## src/hdl/bper_pkg.sv

```systemverilog
package bper_pkg;

  localparam int unsigned NUM_PINS     = 18;
  localparam int unsigned PIN_W        = 24;
  localparam int unsigned IDX_W        = 5;
  localparam int unsigned VAL_W        = 8;
  localparam int unsigned KIND_W       = 3;
  localparam int unsigned STEP_W       = 7;
  localparam int unsigned DIR_W        = 4;
  localparam int unsigned OUT_W        = 16;
  localparam int unsigned CFG_IDX_W    = 2;
  localparam int unsigned CFG_DATA_W   = 8;
  localparam int unsigned QUEUE_DEPTH  = 2;
  localparam int unsigned DEF_NUM_BUTTONS = 18;

  localparam logic [CFG_IDX_W-1:0] REG_KEY_MODE   = CFG_IDX_W'(0);
  localparam logic [CFG_IDX_W-1:0] REG_MOUSE_STEP = CFG_IDX_W'(1);

  localparam logic              KEY_MODE_RST   = 1'b1;
  localparam logic [STEP_W-1:0] MOUSE_STEP_RST = STEP_W'(5);

  localparam int unsigned BTN_A = 4;
  localparam int unsigned BTN_Y = 7;

  typedef enum logic [KIND_W-1:0] {
    KIND_KEY    = 3'd0,
    KIND_RELX   = 3'd1,
    KIND_RELY   = 3'd2,
    KIND_RIGHT  = 3'd3,
    KIND_LEFT   = 3'd4,
    KIND_MTSYNC = 3'd5,
    KIND_SYNC   = 3'd6
  } event_kind_e;

  typedef struct packed {
    logic [NUM_PINS-1:0] diff;
    logic [NUM_PINS-1:0] now;
    logic                chg;
    logic [DIR_W-1:0]    dir;
    logic                need;
    logic                right;
    logic                left;
    logic [STEP_W-1:0]   step;
  } job_t;

  // key report order: bit positions, select/start after the shoulder keys,
  // volp ahead of volm
  function automatic logic [IDX_W-1:0] key_order(input logic [IDX_W-1:0] slot);
    logic [IDX_W-1:0] b;
    case (slot)
      5'd8:    b = 5'd10;
      5'd9:    b = 5'd11;
      5'd10:   b = 5'd12;
      5'd11:   b = 5'd13;
      5'd12:   b = 5'd8;
      5'd13:   b = 5'd9;
      5'd14:   b = 5'd14;
      5'd15:   b = 5'd16;
      5'd16:   b = 5'd15;
      5'd17:   b = 5'd17;
      default: b = slot;
    endcase
    return b;
  endfunction

endpackage

```

## src/hdl/bper_front.sv

```systemverilog
module bper_front #(
  parameter int unsigned NUM_BUTTONS = bper_pkg::DEF_NUM_BUTTONS
) (
  input  logic                                clk_i,
  input  logic                                rst_ni,
  input  logic                                cfg_valid_i,
  input  logic [bper_pkg::CFG_IDX_W-1:0]      cfg_index_i,
  input  logic [bper_pkg::CFG_DATA_W-1:0]     cfg_data_i,
  input  logic                                in_valid_i,
  input  logic [bper_pkg::NUM_PINS-1:0]       in_pins_i,
  input  logic                                q_full_i,
  output logic                                in_ready_o,
  output logic                                q_push_o,
  output bper_pkg::job_t                      q_job_o
);

  localparam int unsigned N = bper_pkg::NUM_PINS;

  logic                          keypad_q, keypad_d;
  logic [bper_pkg::STEP_W-1:0]   step_q, step_d;
  logic [N-1:0]                  prev_q, prev_d;
  logic [N-1:0]                  rep_q, rep_d;
  logic                          right_q, right_d;
  logic                          left_q, left_d;

  logic [N-1:0] mask;
  logic [N-1:0] cur;
  logic         chg, mouse, r, l, need, accept;
  logic [N-1:0] diff;

  for (genvar i = 0; i < N; i++) begin : g_mask
    assign mask[i] = (i < NUM_BUTTONS);
  end

  assign cur    = ~in_pins_i & mask;
  assign chg    = cur != prev_q;
  assign mouse  = !keypad_q;
  assign diff   = (chg && keypad_q) ? (cur ^ rep_q) : '0;
  assign r      = cur[bper_pkg::BTN_A];
  assign l      = cur[bper_pkg::BTN_Y];
  assign need   = mouse && ((|cur[bper_pkg::DIR_W-1:0]) || (r != right_q) || (l != left_q));

  assign in_ready_o = !q_full_i;
  assign accept     = in_valid_i && in_ready_o;
  assign q_push_o   = accept && (chg || need);

  always_comb begin
    q_job_o       = '0;
    q_job_o.diff  = diff;
    q_job_o.now   = cur;
    q_job_o.chg   = chg;
    q_job_o.dir   = mouse ? cur[bper_pkg::DIR_W-1:0] : '0;
    q_job_o.need  = need;
    q_job_o.right = r;
    q_job_o.left  = l;
    q_job_o.step  = step_q;
  end

  always_comb begin
    keypad_d = keypad_q;
    step_d   = step_q;
    prev_d   = prev_q;
    rep_d    = rep_q;
    right_d  = right_q;
    left_d   = left_q;
    if (cfg_valid_i) begin
      case (cfg_index_i)
        bper_pkg::REG_KEY_MODE:   keypad_d = cfg_data_i[0];
        bper_pkg::REG_MOUSE_STEP: step_d   = cfg_data_i[bper_pkg::STEP_W-1:0];
        default: ;
      endcase
    end
    if (accept) begin
      prev_d = cur;
      rep_d  = rep_q ^ diff;
      if (mouse) begin
        right_d = r;
        left_d  = l;
      end
    end
  end

  always_ff @(posedge clk_i or negedge rst_ni) begin
    if (!rst_ni) begin
      keypad_q <= bper_pkg::KEY_MODE_RST;
      step_q   <= bper_pkg::MOUSE_STEP_RST;
      prev_q   <= '0;
      rep_q    <= '0;
      right_q  <= 1'b0;
      left_q   <= 1'b0;
    end else begin
      keypad_q <= keypad_d;
      step_q   <= step_d;
      prev_q   <= prev_d;
      rep_q    <= rep_d;
      right_q  <= right_d;
      left_q   <= left_d;
    end
  end

  assert property (@(posedge clk_i) disable iff (!rst_ni)
    q_push_o && keypad_q |-> q_job_o.dir == '0 && !q_job_o.need)
    else $error("mouse work queued in keypad mode");

  assert property (@(posedge clk_i) disable iff (!rst_ni)
    accept && chg && keypad_q |=> rep_q == prev_q)
    else $error("reported state out of step after keypad change");

  assert property (@(posedge clk_i) disable iff (!rst_ni)
    q_push_o |-> !q_full_i)
    else $error("push into full queue");

endmodule

```

## src/hdl/bper_queue.sv

```systemverilog
module bper_queue (
  input  logic           clk_i,
  input  logic           rst_ni,
  input  logic           push_i,
  input  bper_pkg::job_t job_i,
  input  logic           pop_i,
  output logic           full_o,
  output logic           valid_o,
  output bper_pkg::job_t job_o
);

  localparam int unsigned D   = bper_pkg::QUEUE_DEPTH;
  localparam int unsigned PW  = (D > 1) ? $clog2(D) : 1;
  localparam int unsigned CW  = $clog2(D + 1);

  bper_pkg::job_t mem_q [D];
  logic [PW-1:0]  wr_q, wr_d, rd_q, rd_d;
  logic [CW-1:0]  cnt_q, cnt_d;
  logic           do_push, do_pop;

  assign full_o  = cnt_q == CW'(D);
  assign valid_o = cnt_q != '0;
  assign job_o   = mem_q[rd_q];
  assign do_push = push_i && !full_o;
  assign do_pop  = pop_i && valid_o;

  always_comb begin
    wr_d  = wr_q;
    rd_d  = rd_q;
    cnt_d = cnt_q;
    if (do_push) wr_d = (wr_q == PW'(D - 1)) ? '0 : wr_q + PW'(1);
    if (do_pop)  rd_d = (rd_q == PW'(D - 1)) ? '0 : rd_q + PW'(1);
    if (do_push && !do_pop) cnt_d = cnt_q + CW'(1);
    if (do_pop && !do_push) cnt_d = cnt_q - CW'(1);
  end

  always_ff @(posedge clk_i) begin
    if (do_push) mem_q[wr_q] <= job_i;
  end

  always_ff @(posedge clk_i or negedge rst_ni) begin
    if (!rst_ni) begin
      wr_q  <= '0;
      rd_q  <= '0;
      cnt_q <= '0;
    end else begin
      wr_q  <= wr_d;
      rd_q  <= rd_d;
      cnt_q <= cnt_d;
    end
  end

  assert property (@(posedge clk_i) disable iff (!rst_ni)
    cnt_q <= CW'(D))
    else $error("queue count beyond depth");

  assert property (@(posedge clk_i) disable iff (!rst_ni)
    pop_i |-> valid_o)
    else $error("pop from empty queue");

  assert property (@(posedge clk_i) disable iff (!rst_ni)
    do_push && !do_pop |=> cnt_q == $past(cnt_q) + CW'(1))
    else $error("queue count lost a push");

endmodule

```

## src/hdl/bper_emit.sv

```systemverilog
module bper_emit (
  input  logic                          clk_i,
  input  logic                          rst_ni,
  input  logic                          q_valid_i,
  input  bper_pkg::job_t                q_job_i,
  output logic                          q_pop_o,
  output logic                          out_valid_o,
  input  logic                          out_ready_i,
  output logic [bper_pkg::OUT_W-1:0]    out_data_o,
  output logic [bper_pkg::KIND_W-1:0]   out_user_o,
  output logic                          out_last_o
);

  localparam int unsigned NS     = 27;
  localparam int unsigned SW     = 5;
  localparam int unsigned NK     = bper_pkg::NUM_PINS;
  localparam int unsigned VW     = bper_pkg::VAL_W;
  localparam logic [SW-1:0] SLOT_KEY_SYNC = SW'(18);
  localparam logic [SW-1:0] SLOT_UP       = SW'(19);
  localparam logic [SW-1:0] SLOT_DOWN     = SW'(20);
  localparam logic [SW-1:0] SLOT_LEFT     = SW'(21);
  localparam logic [SW-1:0] SLOT_RIGHT    = SW'(22);
  localparam logic [SW-1:0] SLOT_BTN_R    = SW'(23);
  localparam logic [SW-1:0] SLOT_BTN_L    = SW'(24);
  localparam logic [SW-1:0] SLOT_MTSYNC   = SW'(25);
  localparam logic [SW-1:0] SLOT_SYNC     = SW'(26);

  logic [NS-1:0]         pend_q, pend_d, pend_new, oh, rest;
  bper_pkg::job_t        job_q;
  logic                  valid_q, valid_d;
  logic [bper_pkg::OUT_W-1:0] data_q, data_d;
  logic [bper_pkg::KIND_W-1:0] user_q, user_d;
  logic                  last_q, last_d;

  logic                  busy, adv, load;
  logic [SW-1:0]         sel;
  bper_pkg::event_kind_e kind;
  logic [bper_pkg::IDX_W-1:0] idx;
  logic [VW-1:0]         val, pos, neg;

  always_comb begin
    pend_new = '0;
    for (int s = 0; s < NK; s++) begin
      pend_new[s] = q_job_i.diff[bper_pkg::key_order(SW'(s))];
    end
    pend_new[SLOT_KEY_SYNC] = q_job_i.chg;
    pend_new[SLOT_UP]       = q_job_i.dir[0];
    pend_new[SLOT_DOWN]     = q_job_i.dir[1];
    pend_new[SLOT_LEFT]     = q_job_i.dir[2];
    pend_new[SLOT_RIGHT]    = q_job_i.dir[3];
    pend_new[SLOT_BTN_R]    = q_job_i.need;
    pend_new[SLOT_BTN_L]    = q_job_i.need;
    pend_new[SLOT_MTSYNC]   = q_job_i.need;
    pend_new[SLOT_SYNC]     = q_job_i.need;
  end

  assign oh   = pend_q & (~pend_q + NS'(1));
  assign rest = pend_q & ~oh;

  always_comb begin
    sel = '0;
    for (int i = 0; i < NS; i++) begin
      if (oh[i]) sel = sel | SW'(i);
    end
  end

  assign pos = {1'b0, job_q.step};
  assign neg = VW'(0) - pos;

  always_comb begin
    kind = bper_pkg::KIND_SYNC;
    idx  = '0;
    val  = '0;
    case (sel) inside
      [SW'(0):SW'(NK - 1)]: begin
        kind = bper_pkg::KIND_KEY;
        idx  = bper_pkg::key_order(sel);
        val  = VW'(job_q.now[idx]);
      end
      SLOT_UP: begin
        kind = bper_pkg::KIND_RELY;
        val  = neg;
      end
      SLOT_DOWN: begin
        kind = bper_pkg::KIND_RELY;
        val  = pos;
      end
      SLOT_LEFT: begin
        kind = bper_pkg::KIND_RELX;
        val  = neg;
      end
      SLOT_RIGHT: begin
        kind = bper_pkg::KIND_RELX;
        val  = pos;
      end
      SLOT_BTN_R: begin
        kind = bper_pkg::KIND_RIGHT;
        val  = VW'(job_q.right);
      end
      SLOT_BTN_L: begin
        kind = bper_pkg::KIND_LEFT;
        val  = VW'(job_q.left);
      end
      SLOT_MTSYNC: kind = bper_pkg::KIND_MTSYNC;
      default:     kind = bper_pkg::KIND_SYNC;
    endcase
  end

  assign busy    = pend_q != '0;
  assign adv     = busy && (!valid_q || out_ready_i);
  assign load    = q_valid_i && (!busy || (adv && rest == '0));
  assign q_pop_o = load;

  always_comb begin
    pend_d  = pend_q;
    valid_d = valid_q;
    data_d  = data_q;
    user_d  = user_q;
    last_d  = last_q;
    if (adv) pend_d = rest;
    if (load) pend_d = pend_new;
    if (adv) begin
      valid_d = 1'b1;
      data_d  = bper_pkg::OUT_W'({val, idx});
      user_d  = kind;
      last_d  = rest == '0;
    end else if (out_ready_i) begin
      valid_d = 1'b0;
    end
  end

  always_ff @(posedge clk_i) begin
    if (load) job_q <= q_job_i;
    data_q <= data_d;
    user_q <= user_d;
    last_q <= last_d;
  end

  always_ff @(posedge clk_i or negedge rst_ni) begin
    if (!rst_ni) begin
      pend_q  <= '0;
      valid_q <= 1'b0;
    end else begin
      pend_q  <= pend_d;
      valid_q <= valid_d;
    end
  end

  assign out_valid_o = valid_q;
  assign out_data_o  = data_q;
  assign out_user_o  = user_q;
  assign out_last_o  = last_q;

  assert property (@(posedge clk_i) disable iff (!rst_ni)
    $onehot0(oh))
    else $error("more than one event slot selected");

  assert property (@(posedge clk_i) disable iff (!rst_ni)
    load |-> !busy || rest == '0)
    else $error("new transaction loaded over pending events");

  assert property (@(posedge clk_i) disable iff (!rst_ni)
    adv && rest == '0 |=> last_q && valid_q)
    else $error("final event of a tick not marked last");

endmodule

```

## src/hdl/button_poll_event_reporter_top.sv

```systemverilog
// Button poll event reporter.
// Slave stream: one transaction per poll tick, s_axis_tdata[17:0] holding the
// active-low button levels. Master stream: one transaction per event,
// tuser = event_kind, tdata = {event_value[7:0], button_index[4:0]}, tlast on
// the final event of a tick. With key reporting on, a tick that changes nothing sends no events.
// Config channel: cfg_index_i 0 = key report enable (bit 0), 1 = mouse_step
// (bits 6:0); other indexes are ignored. Write only while idle.
// The front stage classifies a tick in its accept cycle and queues a job
// (two entries); the emitter sends one event per cycle from its output
// register while m_axis_tready is high. A job passes the queue, the emitter's
// pending register and its output register before its first event goes out.
// A tick yields up to 19 events, and ticks are taken back to back while
// the queue has room.
// m_axis_tready low holds the current event; the queue fills and then
// s_axis_tready drops. Reset clears the sampled and reported button state,
// the mouse button state, the queue and the output, and restores key
// reporting on and mouse_step = 5.
module button_poll_event_reporter_top #(
  parameter int unsigned NUM_BUTTONS = bper_pkg::DEF_NUM_BUTTONS
) (
  input  logic                            clk_i,
  input  logic                            rst_ni,
  input  logic                            s_axis_tvalid,
  output logic                            s_axis_tready,
  input  logic [bper_pkg::PIN_W-1:0]      s_axis_tdata,  // pin_levels[17:0], zero pad
  output logic                            m_axis_tvalid,
  input  logic                            m_axis_tready,
  output logic [bper_pkg::OUT_W-1:0]      m_axis_tdata,  // button_index, event_value, zero pad
  output logic [bper_pkg::KIND_W-1:0]     m_axis_tuser,  // event_kind
  output logic                            m_axis_tlast,
  input  logic                            cfg_valid_i,
  output logic                            cfg_ready_o,
  input  logic [bper_pkg::CFG_IDX_W-1:0]  cfg_index_i,
  input  logic [bper_pkg::CFG_DATA_W-1:0] cfg_data_i
);

  logic           q_full, q_push, q_pop, q_valid;
  bper_pkg::job_t push_job, head_job;

  assign cfg_ready_o = 1'b1;

  bper_front #(
    .NUM_BUTTONS (NUM_BUTTONS)
  ) u_front (
    .clk_i       (clk_i),
    .rst_ni      (rst_ni),
    .cfg_valid_i (cfg_valid_i),
    .cfg_index_i (cfg_index_i),
    .cfg_data_i  (cfg_data_i),
    .in_valid_i  (s_axis_tvalid),
    .in_pins_i   (s_axis_tdata[bper_pkg::NUM_PINS-1:0]),
    .q_full_i    (q_full),
    .in_ready_o  (s_axis_tready),
    .q_push_o    (q_push),
    .q_job_o     (push_job)
  );

  bper_queue u_queue (
    .clk_i   (clk_i),
    .rst_ni  (rst_ni),
    .push_i  (q_push),
    .job_i   (push_job),
    .pop_i   (q_pop),
    .full_o  (q_full),
    .valid_o (q_valid),
    .job_o   (head_job)
  );

  bper_emit u_emit (
    .clk_i       (clk_i),
    .rst_ni      (rst_ni),
    .q_valid_i   (q_valid),
    .q_job_i     (head_job),
    .q_pop_o     (q_pop),
    .out_valid_o (m_axis_tvalid),
    .out_ready_i (m_axis_tready),
    .out_data_o  (m_axis_tdata),
    .out_user_o  (m_axis_tuser),
    .out_last_o  (m_axis_tlast)
  );

endmodule

```

## config.mk

```make
export PLATFORM = sky130hd
export DESIGN_NAME = button_poll_event_reporter_top
export DESIGN_NICKNAME = d
export VERILOG_FILES = /design/src/hdl/bper_pkg.sv /design/src/hdl/bper_front.sv /design/src/hdl/bper_queue.sv /design/src/hdl/bper_emit.sv /design/src/hdl/button_poll_event_reporter_top.sv
export SDC_FILE = /design/constraint.sdc
export NUM_CORES = 1
export LEC_CHECK = 0
export BUFFER_PORTS_ARGS = -buffer_cell sky130_fd_sc_hd__buf_2
export CORE_ASPECT_RATIO = 2
export CORE_UTILIZATION = 31
export CTS_BUF_LIST = sky130_fd_sc_hd__clkbuf_16
export CTS_CLUSTER_DIAMETER = 40
export DETAILED_ROUTE_END_ITERATION = 12
export PLACE_DENSITY = 0.54
export SETUP_SLACK_MARGIN = 0.4
export SLEW_MARGIN = 20
export SYNTH_ARGS = -nofsm -noshare
export SYNTH_HDL_FRONTEND = slang
export SYNTH_HIERARCHICAL = 1
export SYNTH_SLANG_ARGS = --single-unit
```

## constraint.sdc

```tcl
create_clock -name clk_i -period 4.7 [get_ports clk_i]
set_input_delay 0.94 -clock clk_i [delete_from_list [all_inputs] [get_ports clk_i]]
set_output_delay 0.94 -clock clk_i [all_outputs]
set_load 0.01 [all_outputs]
```

# Word-level counts from Yosys, hierarchy flattened
# Memories as Yosys holds them, arrays and structs flattened.
# Index checks and enable logic that the tools add are counted.
[totals]
mem_bits_ro = 0
out_inout_bits = 23
mem_count = 1
ram_bits = 102
latchBits = 0
input_bits = 39
reg_bits = 122
[memory_table]
columns = ["memory", "words", "word_bits", "read_ports", "rd_clocked_by_memory_dff", "write_ports", "line_no", "text"]
rows = [
  ["u_queue.mem_q", 2, 51, 1, 0, 1, "bper_queue.sv:16", "bper_pkg::job_t mem_q [D];"],
]
[op_classes]
order_cmp = 3
eq_ne = 25
add_sub_neg = 6
n_reduce_logical = 36
mux = 65
bitwise_logic = 7
div = 0
mul = 0
shifts = 0
[ops]
columns = ["op", "n"]
rows = [
  ["$mux W5", 12],
  ["$and A27 B27 Y27", 2],
  ["$mux W27", 2],
  ["$not A27 Y27", 2],
  ["$pmux W5 S10", 1],
  ["$eq A5 B5 Y1 const B", 9],
  ["$eq A5 B4 Y1 const B", 8],
  ["$mux W4", 9],
  ["$xor A18 B18 Y18", 2],
  ["$add A27 B1 Y27 const B", 1],
  ["$logic_not A27 Y1", 1],
  ["$reduce_bool A27 Y1", 1],
  ["$mux W8", 3],
  ["$mux W2", 11],
  ["$mux W7", 3],
  ["$mux W1", 18],
  ["$mux W18", 1],
  ["$ne A18 B18 Y1", 1],
  ["$not A18 Y18", 1],
  ["$logic_and A1 B1 Y1", 12],
  ["$mux W3", 4],
  ["$reduce_bool A2 Y1", 4],
  ["$sub A1 B7 Y8 const A", 1],
  ["$logic_not A1 Y1", 6],
  ["other kinds (18)", 27],
]

# Longest topological paths before layout
[depth]
word_depth = 37
mapped_depth = 17
depth_no_buf = 12

# Hierarchy
# The synthesis kept the hierarchy.
[by_module_without_submodules]
columns = ["module", "cells_per_inst", "area_each_um2", "n_inst"]
rows = [
  ["bper_emit", 419, 4296.6, 1],
  ["bper_queue", 177, 3918.8, 1],
  ["bper_front", 224, 2378.5, 1],
  ["button_poll_event_reporter_top", 2, 11.3, 1],
]

# Worst setup path before layout
# OpenSTA, ideal clock, no wires.
[synth_timing]
path_type = "input-to-reg"
startpoint = "input s_axis_tdata[7] (netlist bit)"
endpoint = "memory u_queue/mem_q[0][0] (netlist bit), enable pin"
arrival_ns = 3.942
cell_stages = 8
setup_slack_ns = 0.298
n_path_buf = 1
setup_time_ns = 0.460
path_cell_list = "buf_2 > xnor2_1 > nor4_1 > nand3_1 > nor3_1 > nor2_1 > nand2_1 > nor2_1"
[synth_between]
elab_chain_len = 9
word_cells_on_any_way = 10
[synth_rtl]
columns = ["item", "line_no", "text"]
rows = [
  ["start, declared", "button_poll_event_reporter_top.sv:25", "input logic [bper_pkg::PIN_W-1:0] s_axis_tdata,"],
  ["$not A18 Y18 *", "bper_front.sv:35", "assign cur = ~in_pins_i & mask;"],
  ["branches (longest 3 deep; another with $ne A18 B18 Y1)", "-", ""],
  ["$logic_or A1 B1 Y1 *", "bper_front.sv:45", "assign q_push_o = accept && (chg || need);"],
  ["$logic_and A1 B1 Y1 *", "bper_front.sv:45", ""],
  ["named net q_push", "button_poll_event_reporter_top.sv:37", "logic q_full, q_push, q_pop, q_valid;"],
  ["$logic_and A1 B1 Y1 *", "bper_queue.sv:24", "assign do_push = push_i && !full_o;"],
  ["$mux W1 *", "bper_queue.sv:38", "if (do_push) mem_q[wr_q] <= job_i;"],
  ["$mux W1 (implied by the code) *", "bper_queue.sv:38", ""],
  ["end, declared", "bper_queue.sv:16", ""],
]
# Mark *: on every way through the listed nets, which the timed path passes.

# Worst setup path after layout
[layout_timing]
startpoint = "register u_emit.pend_q[12]"
endpoint = "register u_emit.data_q, in the netlist u_emit/out_data_o[5] (data pin)"
[layout_between]
elab_chain_len = 26
word_cells_on_any_way = 48
[layout_rtl]
columns = ["item", "line_no", "text"]
rows = [
  ["start, declared", "bper_emit.sv:28", "logic [NS-1:0] pend_q, pend_d, pend_new, oh, rest;"],
  ["start signal, assigned", "bper_emit.sv:144", "pend_q <= pend_d;"],
  ["$not A27 Y27", "bper_emit.sv:57", "assign oh = pend_q & (~pend_q + NS'(1));"],
  ["$add A27 B1 Y27", "bper_emit.sv:57", ""],
  ["$and A27 B27 Y27 *", "bper_emit.sv:57", ""],
  ["$mux W4 (4 in a row)", "bper_emit.sv:63", "if (oh[i]) sel = sel | SW'(i);"],
  ["$mux W5 (10 in a row)", "bper_emit.sv:63", ""],
  ["$mux W5 *", "bper_emit.sv:63", ""],
  ["branches (longest 7 deep; another with $pmux W5 S10)", "-", ""],
  ["$mux W1 *", "bper_emit.sv:74", "case (sel) inside"],
  ["named net u_emit.val[0]", "bper_emit.sv:39", "logic [VW-1:0] val, pos, neg;"],
  ["end signal, assigned", "bper_emit.sv:134", "data_q <= data_d;"],
  ["end, declared", "bper_emit.sv:31", "logic [bper_pkg::OUT_W-1:0] data_q, data_d;"],
]
# Mark *: on every way through the listed nets, which the timed path passes. The select of a mux whose other input is x is not followed.
# A chain may end at the register's enable or synchronous reset.

==> impl_metrics.tcl <==
set metrics [dict create \
    clock.fmax_mhz 252.2 \
    hold_start "u_front/step_q[6]" \
    path_clk_slew_ns 0.07 \
    r2r-start "u_emit/pend_q[12]" \
    fin_crit_ns 3.965 \
    required_ns 5.05 \
    grt_pass1_vias 6991 \
    final_cell_mix "edfxtp_1, dfrtp_1, nor2_1" \
    p_leak_nw 4.612 \
    slew_headroom 0.3824 \
    post-cts-setup-buffer-count 0 \
    grt_pass1_wl_um 40430 \
    port-buffer-count 50 \
    synth_ff_type "edfxtp_1" \
    dp.cells 1282 \
    final_max_slew_viol_count 0 \
    grtUsageTotal 0.1517 \
    crit_type "register to register" \
    cts_root_buffer "clkbuf_16" \
    die_area_mm2 0.03500 \
    grt_start_max_net_pins 57 \
    final_common_cell "edfxtp_1" \
    critPathArrivalTime_ns 4.31 \
    clock_path_buffers 3 \
    rsz0062_at_grt "false" \
    grt.overflow.total 0 \
    vias_per_cell 4.933 \
    synth_area_per_cell_um2 12.90 \
    antenna_found_initial 0 \
    cts_hold_buf 0 \
    r2r_end "u_emit/out_data_o[5]" \
    ant_nets 0 \
    ys_warn_count 6 \
    vias 6522 \
    ys_seq_area_frac 0.5978 \
    drt-total-wl_um 25900 \
    htree_levels 1 \
    ys_top_cells_by_area "edfxtp_1, dfrtp_1, mux2_2, nor2_1, mux2_4" \
    fill_cells 3279 \
    hold_violations 0 \
    regArea_mm2 0.006341 \
    wl_per_cell_um 19.59 \
    yosysTopAreaCell "edfxtp_1" \
    min_to "u_queue/mem_q[0][6]" \
    place_congestion 0.8984 \
    r2r_slack_ns 0.74 \
    start_util 0.3153 \
    coreArea_mm2 0.03364 \
    drt_pass1_iterations 6 \
    diodes 0 \
    critical_path.max_fanout 9 \
    setup_tns_ns 0 \
    area_delta_synth_final_pct 13.05 \
    worstMarginPinSlew_ns 0.9194 \
    fin_ws_ns 0.7355 \
    hold_path_class "register to register" \
    end_kind "register" \
    setup_viol 0 \
    std_cell_rows 95 \
    ys_ff_latch 224 \
    syn_inst 822 \
    syn_area_mm2 0.01061 \
    cts_resized 0 \
    drc_errors 0 \
    hold_path_depth 0 \
    multi_input_area_mm2 0.003826 \
    clock_sinks 224 \
    pin_count 62 \
    hpwl_um 19130 \
    drv_cap 0 \
    yosysUniqueCellTypes 82 \
    fin_cells 1322 \
    synth_top_cell_area_share 0.4134 \
    numCtsBuffers 22 \
    status "completed" \
    skew_ns 0.01545 \
    fin_nets 911 \
    power_density_mw_per_mm2 807.9 \
    ir_drop_v 0.0002647 \
    cts_tree "built" \
    synth_edf_count 146 \
    synthArstFlopShare 0.3482 \
    power_mw 9.686 \
    drive_gt1_frac 0.2494 \
    fin_crit_sh 0.8435 \
    clkLatencyLatePin_ns 0.51 \
    r2r_cells 9 \
    start_kind "register" \
    die_h_um 263.6 \
    dp_slack_ns 0.9115 \
    die_w_um 132.8 \
    drt_iter0_markers 243 \
]
==> worst max path at each step <==
stage / startpoint / end / depth (start not counted)
after floorplan: u_emit/pend_q[5] / u_queue/cnt_q[1] / 15
after global placement: s_axis_tdata[1] / u_queue/mem_q[0][6] / 9
after detailed placement: s_axis_tdata[1] / u_queue/mem_q[0][19] / 9
after CTS: u_emit/pend_q[9] / u_emit/out_data_o[5] / 9
after global routing: u_emit/pend_q[12] / u_emit/out_data_o[5] / 9
final: u_emit/pend_q[12] / u_emit/out_data_o[5] / 9
==> layer usage <==
layer	vias to the layer above	GRT usage	share of wire
li1	3116	-	-
met3	74	0.01945	0.030
met2	148	0.3076	0.59
met5	-	0	0
met1	3184	0.1382	0.33
met4	0	0.08947	0.053
==> area by class of cell <==
cell class,instances,share of cell area
Clock inverter,17,0.01409
Clock buffer,23,0.04801
Inverter,31,0.009706
Multi-Input combinational cell,521,0.3191
Timing Repair Buffer,70,0.03465
Sequential cell,224,0.5289
Tap cell,436,0.04550
==> registers in the layout, indices dropped and copies added (netlist names), named ones only <==
signal / count
u_front/left_q: 1
u_front/right_q: 1
u_emit/pend_q: 27
u_front/step_q: 7
u_queue/mem_q: 102
u_front/keypad_q: 1
u_queue/rd_q: 1
u_emit/out_last_o: 1
u_queue/wr_q: 1
u_emit/job_q: 27
u_emit/out_data_o: 13
u_emit/out_valid_o: 1
u_front/prev_q: 18
u_queue/cnt_q: 2
u_emit/out_user_o: 3
==> critical path, cell delays in order, from the launching register on <==
cell     delay [ns]
dfrtp_1        0.50
nor4_1         0.63
nand3_1        0.26
nor3_1         0.81
or4_1          0.40
a21bo_1        0.16
a21o_1         0.29
mux2_4         0.33
a21o_1         0.18
o31ai_2        0.23
==> cell families (layout without fill, tap and decap cells) <==
family,Yosys count,count (layout),share of synthesized area
xor gates and xnor gates,43,43,0.03551
AOI/OAI and AO/OA,156,156,0.1057
and+or+nand+nor,226,226,0.1153
DFF,224,224,0.5978
buffers and inverters,79,141,0.04306
adders and majority gates,3,3,0.003303
other,2,4,0.0007081
muxes,89,89,0.09863
==> per-stage QoR <==
step                utilization  instance area, µm²  hold WS (ns)
floorplan                     -               10620        0.4366
global placement         0.3343               11240        0.4457
detailed placement       0.3343               11240        0.4630
CTS                      0.3564               11990        0.4769
global route             0.3564               11990        0.4857
finish                   0.3564               11990        0.4772
==> cell usage after synthesis, drive strengths merged, types with 6 or more instances <==
cell type / number
nor2: 68
nand2b: 7
clkbuf: 12
buf: 36
xor2: 22
a22o: 19
edfxtp: 146
nor3: 21
inv: 31
xnor2: 21
nor4: 21
mux2i: 10
nand2: 52
nor2b: 9
o2111ai: 6
a21o: 7
or3: 9
a21oi: 22
mux2: 79
a31oi: 6
dfrtp: 75
nand3: 10
o21ai: 52
==> where the power goes <==
group / leakage, nW / internal (mW) / switching [mW] / total, mW
Combinational: 1.91 / 1.81 / 2.69 / 4.50
Clock: 0.372 / 1.06 / 0.754 / 1.81
Sequential: 2.33 / 2.96 / 0.414 / 3.37
No activity file was read; power rests on OpenSTA's default activity.
